$ cat config.mk
export PLATFORM = sky130hd
export DESIGN_NAME = rpn_stack_calculator
export DESIGN_NICKNAME = d
export VERILOG_FILES = /design/src/rsc_pkg.sv /design/src/rsc_ctrl.sv /design/src/rsc_dp.sv /design/src/rpn_stack_calculator.sv
export SDC_FILE = /design/constraint.sdc
export NUM_CORES = 2
export LEC_CHECK = 0
export ABC_AREA = 1
export BUFFER_PORTS_ARGS = -buffer_cell sky130_fd_sc_hd__buf_2
export CORE_MARGIN = 2
export CORE_UTILIZATION = 60
export CTS_CLUSTER_SIZE = 24
export DETAILED_ROUTE_END_ITERATION = 12
export GPL_TIMING_DRIVEN = 0
export PLACE_DENSITY = 0.8
export SETUP_SLACK_MARGIN = 0.1
export SLEW_MARGIN = 40
export SYNTH_ARGS = -nofsm -noshare
export SYNTH_HDL_FRONTEND = slang
export SYNTH_SLANG_ARGS = --single-unit
export TNS_END_PERCENT = 5
$ cat constraint.sdc
create_clock -name clk -period 14.25 [get_ports clk]
set_clock_uncertainty 0.05 [all_clocks]
set_input_delay 0.7125 -clock clk [delete_from_list [all_inputs] [get_ports clk]]
set_output_delay 0.7125 -clock clk [all_outputs]
set_load 0.05 [all_outputs]
$ cat src/rsc_pkg.sv
// Package for the reverse-Polish stack calculator.
// Holds token and status codes, default depth and the controller command type.
// No dependencies.
package rsc_pkg;

  // Default stack depth in entries.
  localparam int DEPTH_DEF = 16;

  // Field widths fixed by the token and result formats.
  localparam int MODE_W   = 3;
  localparam int VALUE_W  = 32;
  localparam int COUNT_W  = 5;
  localparam int STATUS_W = 2;

  // Packed widths of the stream data words.
  localparam int IN_DATA_W  = 40;
  localparam int OUT_DATA_W = 40;

  // Token modes.
  localparam logic [MODE_W-1:0] MODE_PUSH = 3'd0;
  localparam logic [MODE_W-1:0] MODE_ADD  = 3'd1;
  localparam logic [MODE_W-1:0] MODE_SUB  = 3'd2;
  localparam logic [MODE_W-1:0] MODE_MUL  = 3'd3;
  localparam logic [MODE_W-1:0] MODE_POP  = 3'd4;

  // Result status codes.
  localparam logic [STATUS_W-1:0] ST_OK        = 2'd0;
  localparam logic [STATUS_W-1:0] ST_UNDERFLOW = 2'd1;
  localparam logic [STATUS_W-1:0] ST_OVERFLOW  = 2'd2;

  // Command from the controller to the datapath.
  typedef struct packed {
    logic              load;  // request taken: latch operand, read second entry
    logic              exec;  // apply the token to the stack, load the result
    logic [MODE_W-1:0] op;    // token mode being applied
  } cmd_t;

endpackage

$ cat src/rsc_ctrl.sv
// Controller for the reverse-Polish stack calculator.
// Sequences take, execute and deliver for each token; drives the datapath by cmd_t.
// Depends on rsc_pkg.
module rsc_ctrl (
  input  logic                         clk,
  input  logic                         rst_n,
  input  logic                         in_tvalid,
  output logic                         in_tready,
  input  logic [rsc_pkg::MODE_W-1:0]   in_mode,
  output logic                         out_tvalid,
  input  logic                         out_tready,
  output rsc_pkg::cmd_t                cmd
);

  localparam logic [1:0] S_IDLE = 2'd0;
  localparam logic [1:0] S_EXEC = 2'd1;
  localparam logic [1:0] S_OUT  = 2'd2;

  logic [1:0]                   state_r, state_nxt;
  logic [rsc_pkg::MODE_W-1:0]   op_r, op_nxt;
  logic                         take;

  assign in_tready  = (state_r == S_IDLE);
  assign out_tvalid = (state_r == S_OUT);
  assign take       = in_tvalid && in_tready;

  // Next-state logic.
  always_comb begin
    state_nxt = state_r;
    op_nxt    = op_r;
    case (state_r)
      S_IDLE: begin
        if (take) begin
          state_nxt = S_EXEC;
          op_nxt    = in_mode;
        end
      end
      S_EXEC: state_nxt = S_OUT;
      S_OUT: begin
        if (out_tready) state_nxt = S_IDLE;
      end
      default: state_nxt = S_IDLE;
    endcase
  end

  // State and captured token mode.
  always_ff @(posedge clk) begin
    if (!rst_n) begin
      state_r <= S_IDLE;
      op_r    <= rsc_pkg::MODE_PUSH;
    end else begin
      state_r <= state_nxt;
      op_r    <= op_nxt;
    end
  end

  // Commands to the datapath.
  assign cmd.load = take;
  assign cmd.exec = (state_r == S_EXEC);
  assign cmd.op   = op_r;

endmodule

$ cat src/rsc_dp.sv
// Datapath for the reverse-Polish stack calculator.
// Top of stack in a register, lower entries in a memory, ALU and result register.
// Depends on rsc_pkg.
module rsc_dp #(
  parameter int DEPTH = rsc_pkg::DEPTH_DEF
) (
  input  logic                           clk,
  input  logic                           rst_n,
  input  rsc_pkg::cmd_t                  cmd,
  input  logic [rsc_pkg::VALUE_W-1:0]    in_operand,
  output logic [rsc_pkg::VALUE_W-1:0]    res_top,
  output logic [rsc_pkg::COUNT_W-1:0]    res_count,
  output logic [rsc_pkg::STATUS_W-1:0]   res_status
);

  localparam int AW = (DEPTH > 1) ? $clog2(DEPTH) : 1;
  localparam int CW = $clog2(DEPTH + 1);
  localparam int VW = rsc_pkg::VALUE_W;

  // Entries below the top of stack; entry i holds stack position i.
  logic [VW-1:0] mem [DEPTH];

  logic [CW-1:0]  cnt_r, cnt_nxt;
  logic [VW-1:0]  tos_r, tos_nxt;
  logic [VW-1:0]  opnd_r;
  logic [VW-1:0]  rd_r;
  logic [VW-1:0]  top_r, top_nxt;
  logic [rsc_pkg::STATUS_W-1:0] st_r, st_nxt;
  logic [CW-1:0]  cnt_m1, cnt_m2;
  logic [AW-1:0]  rd_addr, wr_addr;
  logic           wr_en;
  logic           has_one, has_two, not_full;
  logic [VW-1:0]  opa, opb, alu;
  logic [CW+rsc_pkg::COUNT_W-1:0] cnt_ext;

  assign cnt_m1   = cnt_r - CW'(1);
  assign cnt_m2   = cnt_r - CW'(2);
  assign rd_addr  = cnt_m2[AW-1:0];
  assign wr_addr  = cnt_m1[AW-1:0];
  assign has_one  = (cnt_r != '0);
  assign has_two  = (cnt_r >= CW'(2));
  assign not_full = (cnt_r < CW'(DEPTH));

  // Operands: second entry from memory, top from the register, zero if missing.
  assign opb = has_one ? tos_r : '0;
  assign opa = has_two ? rd_r : '0;

  // Arithmetic for the binary operators.
  always_comb begin
    case (cmd.op)
      rsc_pkg::MODE_ADD: alu = opa + opb;
      rsc_pkg::MODE_SUB: alu = opa - opb;
      rsc_pkg::MODE_MUL: alu = opa * opb;
      default:           alu = opa + opb;
    endcase
  end

  // Stack update and result selection for one token.
  always_comb begin
    cnt_nxt = cnt_r;
    tos_nxt = tos_r;
    top_nxt = top_r;
    st_nxt  = st_r;
    wr_en   = 1'b0;
    if (cmd.exec) begin
      case (cmd.op)
        rsc_pkg::MODE_PUSH: begin
          if (not_full) begin
            wr_en   = has_one;
            tos_nxt = opnd_r;
            cnt_nxt = cnt_r + CW'(1);
            top_nxt = opnd_r;
            st_nxt  = rsc_pkg::ST_OK;
          end else begin
            top_nxt = opb;
            st_nxt  = rsc_pkg::ST_OVERFLOW;
          end
        end
        rsc_pkg::MODE_ADD, rsc_pkg::MODE_SUB, rsc_pkg::MODE_MUL: begin
          tos_nxt = alu;
          top_nxt = alu;
          cnt_nxt = has_two ? cnt_m1 : CW'(1);
          st_nxt  = has_two ? rsc_pkg::ST_OK : rsc_pkg::ST_UNDERFLOW;
        end
        rsc_pkg::MODE_POP: begin
          top_nxt = opb;
          if (has_one) begin
            tos_nxt = rd_r;
            cnt_nxt = cnt_m1;
            st_nxt  = rsc_pkg::ST_OK;
          end else begin
            st_nxt  = rsc_pkg::ST_UNDERFLOW;
          end
        end
        default: begin
          top_nxt = opb;
          st_nxt  = rsc_pkg::ST_OK;
        end
      endcase
    end
  end

  // Memory: the old top moves down on a push; second entry read on request.
  always_ff @(posedge clk) begin
    if (wr_en) mem[wr_addr] <= tos_r;
    if (cmd.load) rd_r <= mem[rd_addr];
  end

  // Entry count.
  always_ff @(posedge clk) begin
    if (!rst_n) cnt_r <= '0;
    else        cnt_r <= cnt_nxt;
  end

  // Payload registers.
  always_ff @(posedge clk) begin
    if (cmd.load) opnd_r <= in_operand;
    tos_r <= tos_nxt;
    top_r <= top_nxt;
    st_r  <= st_nxt;
  end

  // Count reported in five bits, zero-extended or truncated.
  assign cnt_ext    = {{rsc_pkg::COUNT_W{1'b0}}, cnt_r};
  assign res_top    = top_r;
  assign res_count  = cnt_ext[rsc_pkg::COUNT_W-1:0];
  assign res_status = st_r;

endmodule

$ cat src/rpn_stack_calculator.sv
// Top level of the reverse-Polish stack calculator.
// Joins the controller (rsc_ctrl) and the datapath (rsc_dp); depends on rsc_pkg.
//
// Usage:
//   Input stream: each request is one decoded token, a mode (push, add,
//   subtract, multiply, pop) and a signed 32-bit operand used by push only.
//   Output stream: exactly one result per token, giving the new top of stack
//   (or the popped value), the entry count after the token, and a status of
//   ok, underflow (a missing operand read as zero) or overflow (push dropped).
//   Timing: a token is taken when in_tvalid and in_tready are both high.
//   The second stack entry is read from the stack memory on that edge, and
//   the token is applied in the next cycle. out_tvalid rises once the
//   controller has passed from its execute state into its output state.
//   One token is in flight at a time: a new token is not taken until the
//   result of the last one has been taken; the controller's take, apply and
//   deliver steps set this.
//   Stalls: the result is held in its register while out_tready is low and
//   in_tready stays low until it is taken.
//   Reset: rst_n (synchronous, active low) empties the stack and the
//   control; stack memory contents are not cleared and need no clearing.
module rpn_stack_calculator #(
  parameter int DEPTH = rsc_pkg::DEPTH_DEF
) (
  input  logic                              clk,
  input  logic                              rst_n,
  input  logic                              in_tvalid,
  output logic                              in_tready,
  // [2:0] mode, [34:3] operand_value, [39:35] zero
  input  logic [rsc_pkg::IN_DATA_W-1:0]     in_tdata,
  output logic                              out_tvalid,
  input  logic                              out_tready,
  // [31:0] top_value, [36:32] stack_count, [38:37] status, [39] zero
  output logic [rsc_pkg::OUT_DATA_W-1:0]    out_tdata
);

  rsc_pkg::cmd_t                   cmd;
  logic [rsc_pkg::VALUE_W-1:0]     res_top;
  logic [rsc_pkg::COUNT_W-1:0]     res_count;
  logic [rsc_pkg::STATUS_W-1:0]    res_status;

  rsc_ctrl u_ctrl (
    .clk        (clk),
    .rst_n      (rst_n),
    .in_tvalid  (in_tvalid),
    .in_tready  (in_tready),
    .in_mode    (in_tdata[2:0]),
    .out_tvalid (out_tvalid),
    .out_tready (out_tready),
    .cmd        (cmd)
  );

  rsc_dp #(
    .DEPTH (DEPTH)
  ) u_dp (
    .clk        (clk),
    .rst_n      (rst_n),
    .cmd        (cmd),
    .in_operand (in_tdata[34:3]),
    .res_top    (res_top),
    .res_count  (res_count),
    .res_status (res_status)
  );

  // Pack the result fields, lowest first.
  assign out_tdata = {1'b0, res_status, res_count, res_top};

endmodule
==> results.cfg <==
[status]
status = finished, violations left
violations = DRC

[synthesis]
synth_top_area_share_pct = 43.4
synth_warnings = 0
synth.area.top_cells = edfxtp_1 43%, fa_1 18%, nor2_1 5.9%
async_flop_share_pct = 0
synth_ff_type = edfxtp_1
yosysMostFrequentCell = nor2_1
synth-edff-count = 642
postSynthAreaPerCell_um2 = 9.98
ys_ff_latch = 652
syn-num-nets = 5068
syn-cell-area_um2 = 44400
yosysTopAreaCell = edfxtp_1
ys_types = 54
yosys-top-cells-count = 697 x nor2_1, 695 x nand2_1, 642 x edfxtp_1, 578 x inv_1, 409 x fa_1
syn-instance-count = 4451
ys_seq_area_share_pct = 43.8

[worst_setup_path]
crit_path_frequent_cell = fa_1
start_kind = flip-flop
r2r_setup_slack_ps = 2090
crit_type = reg -> reg
cp-end-kind = flip-flop
critical_path_arrival_ps = 12500
crit_cells = 35
crit_path_max_fanout = 11
worst_path_max_delay_cell = fa_1
worstReg2RegStart = u_dp.res_count[0]
rr_worst_depth = 35
slowest_delay_ps = 590
critPathBufInv = 11
critical_path_required_ps = 14580
cp-startpoint = u_dp.res_count[0]
r2r-end = u_dp.res_top[27]
path_delay_family = adder cells
crit_end = u_dp.res_top[27]

[grt]
grt_max_degree = 53
grt_antenna_before_repair = 8
grt_pass1_wl_um = 250000
track_usage_pct = 46.1
grt_pass1_vias = 36900
grt.overflow.total = 0

[detailed_routing]
vias = 37200
drtIter0Drc = 6120
drc = 21
vias_per_cell = 6.57
ant_nets = 0
drt_wl_total_um = 176000
drtPass1Iterations = 11
routedWlPerCell_um = 31.0

[pwr]
pwr-share-seq_pct = 25.7
vdd_drop_max_mv = 0.183
swShare_pct = 46.1
static-leakage-power_uw = 0.0204
power_switching_uw = 4130
intPower_uw = 4820
combPwrFrac_pct = 53.0
p_per_area_nw_per_um2 = 181
pwr-share-clk_pct = 21.3
total_power_uw = 8950

[timing]
hold_viol = 0
finalCriticalPeriod_ps = 12160
fmax_ghz = 0.0822
fin_crit_sh_pct = 85.3
setup_tns_ps = 0
worst_pin_slew_ps = 997
finalSetupViolations = 0
rsz0062_at_grt = no
slew_viol_final = 0
finalWorstSetupSlack_ps = 2090
max_slew_margin_pct = 33.5

[finish]
nets = 5260
fillers = 5524
area_delta_synth_final_pct = 11.2
seqCellArea_um2 = 19500
multiInputGateArea_um2 = 21900
drive_gt1_share_pct = 7.70

[floorplanning]
die_area_um2 = 76200
die_x_um = 276
die_y_um = 276
rows = 99
core_area_um2 = 73100
start_util_pct = 60.8
io_pins = 86

[clocking]
cts_setup_buffers = 0
h-tree-depth = 3
cts_num_sinks = 652
tritoncts = yes
cts_hold_buf = 0
clock_latency_ps = 660
clockBufferDepth = 3
cts.clk_slew.worst_paths_ps = 60
cts_buffers = 68
cts-root-buf = clkbuf_16
ctsResizeCount = 0

[placement]
dpl_worst_slack_ps = 2530
gp_congestion = 1.09
hpwlAfterDp_um = 128000
numPortBuffers = 79

[flow_run]
drv_cap = 0

[hold_path]
hold_class = in -> reg
## routing by layer
| layer | GRT usage, % | vias up | wire length (um) |
|---|---|---|---|
| li1 | - | 15100 | - |
| met3 | 13.7 | 937 | 23400 |
| met5 | 0.813 | - | 151 |
| met4 | 37.3 | 12 | 18000 |
| met2 | 71.2 | 3252 | 77400 |
| met1 | 53.8 | 17900 | 56700 |
## flip-flops by register name, indices dropped and copies added, names as in the netlist
name	cells
u_dp.res_top	32
u_dp.rd_r	32
u_dp.mem	512
u_ctrl.op_r	3
u_dp.tos_r	32
u_dp.res_status	2
u_ctrl.state_r	2
u_dp.opnd_r	32
u_dp.res_count	5
## power groups by stage
stage	Combinational [uW]	Sequential, uW	Clock, uW
4_1_cts	4570	2290	1900
2_1_floorplan	2870	2330	0
5_1_grt	5030	2300	1960
3_3_place_gp	4470	2330	0
6_report	4750	2300	1910
3_5_place_dp	4530	2330	0
## final cells by class
type / instances / share of cell area (%)
timing repair buffer: 122 / 2.48
clock buffer: 80 / 3.53
buffer: 200 / 1.73
sequential: 652 / 39.4
antenna: 5 / 0.0253
clock inverter: 46 / 1.27
inverter: 617 / 4.70
tap: 959 / 2.43
multi-input combinational: 2982 / 44.4
## cell usage in the layout (no fill, tap or decap), types with 17 or more instances in the layout
| master | instances |
|---|---|
| xor2_1 | 58 |
| o22ai_1 | 24 |
| clkbuf_2 | 25 |
| xnor2_1 | 22 |
| o21ai_0 | 356 |
| inv_2 | 19 |
| clkinv_1 | 28 |
| clkbuf_16 | 68 |
| nand3_1 | 150 |
| a21oi_1 | 100 |
| nand2_1 | 691 |
| edfxtp_1 | 642 |
| nand2_2 | 19 |
| buf_2 | 85 |
| buf_16 | 17 |
| o221ai_1 | 112 |
| nor2_4 | 21 |
| fa_1 | 409 |
| o211ai_1 | 51 |
| nor2_1 | 680 |
| inv_1 | 576 |
| ha_1 | 164 |
| buf_8 | 19 |
| clkbuf_1 | 161 |
## worst register-to-register path, delay by kind of cell (launching register included)
kind / cells / cell delay [ps]
AND/OR/NAND/NOR: 12 / 2380
buffers and inverters: 11 / 3440
AO/OA/AOI/OAI: 2 / 780
flip-flops: 1 / 400
adder cells (fa/ha/maj): 10 / 4850
## stage by stage
stage               instances  util [%]  cell area, um2  hold WS (ps)
global placement         5489      63.0           46000           454
finish                   5663      67.6           49400           185
CTS                      5653      67.5           49300           173
detailed placement       5527      64.3           47000           499
floorplan                4451         -           44400           426
global route             5658      67.6           49400           186
## cells by family (layout without fill, tap and decap cells)
logic type,after synthesis,in the layout,synth area share (%)
simple gates,1629,1629,15.0
buf+inv,817,1065,7.07
compound gates,694,694,9.34
flops,652,652,43.8
fa+ha+maj,573,573,23.1
xor+xnor,81,81,1.61
mux,4,4,0.0901
other cells,1,6,0.00844
## how the worst min path moves through the flow
stage	startpoint	endpoint	slack, ps	cells after the start
2_1_floorplan	u_ctrl.op_r[0]	u_ctrl.op_r[0]	430	2
3_5_place_dp	u_ctrl.op_r[0]	u_ctrl.op_r[0]	500	2
5_1_grt	in_tdata[33]	u_dp.opnd_r[30]	190	1
6_report	in_tdata[27]	u_dp.opnd_r[24]	190	1
3_3_place_gp	u_ctrl.op_r[0]	u_ctrl.op_r[0]	450	2
4_1_cts	in_tdata[27]	u_dp.opnd_r[24]	170	1
Note: power is estimated with default switching activity, not from simulation.
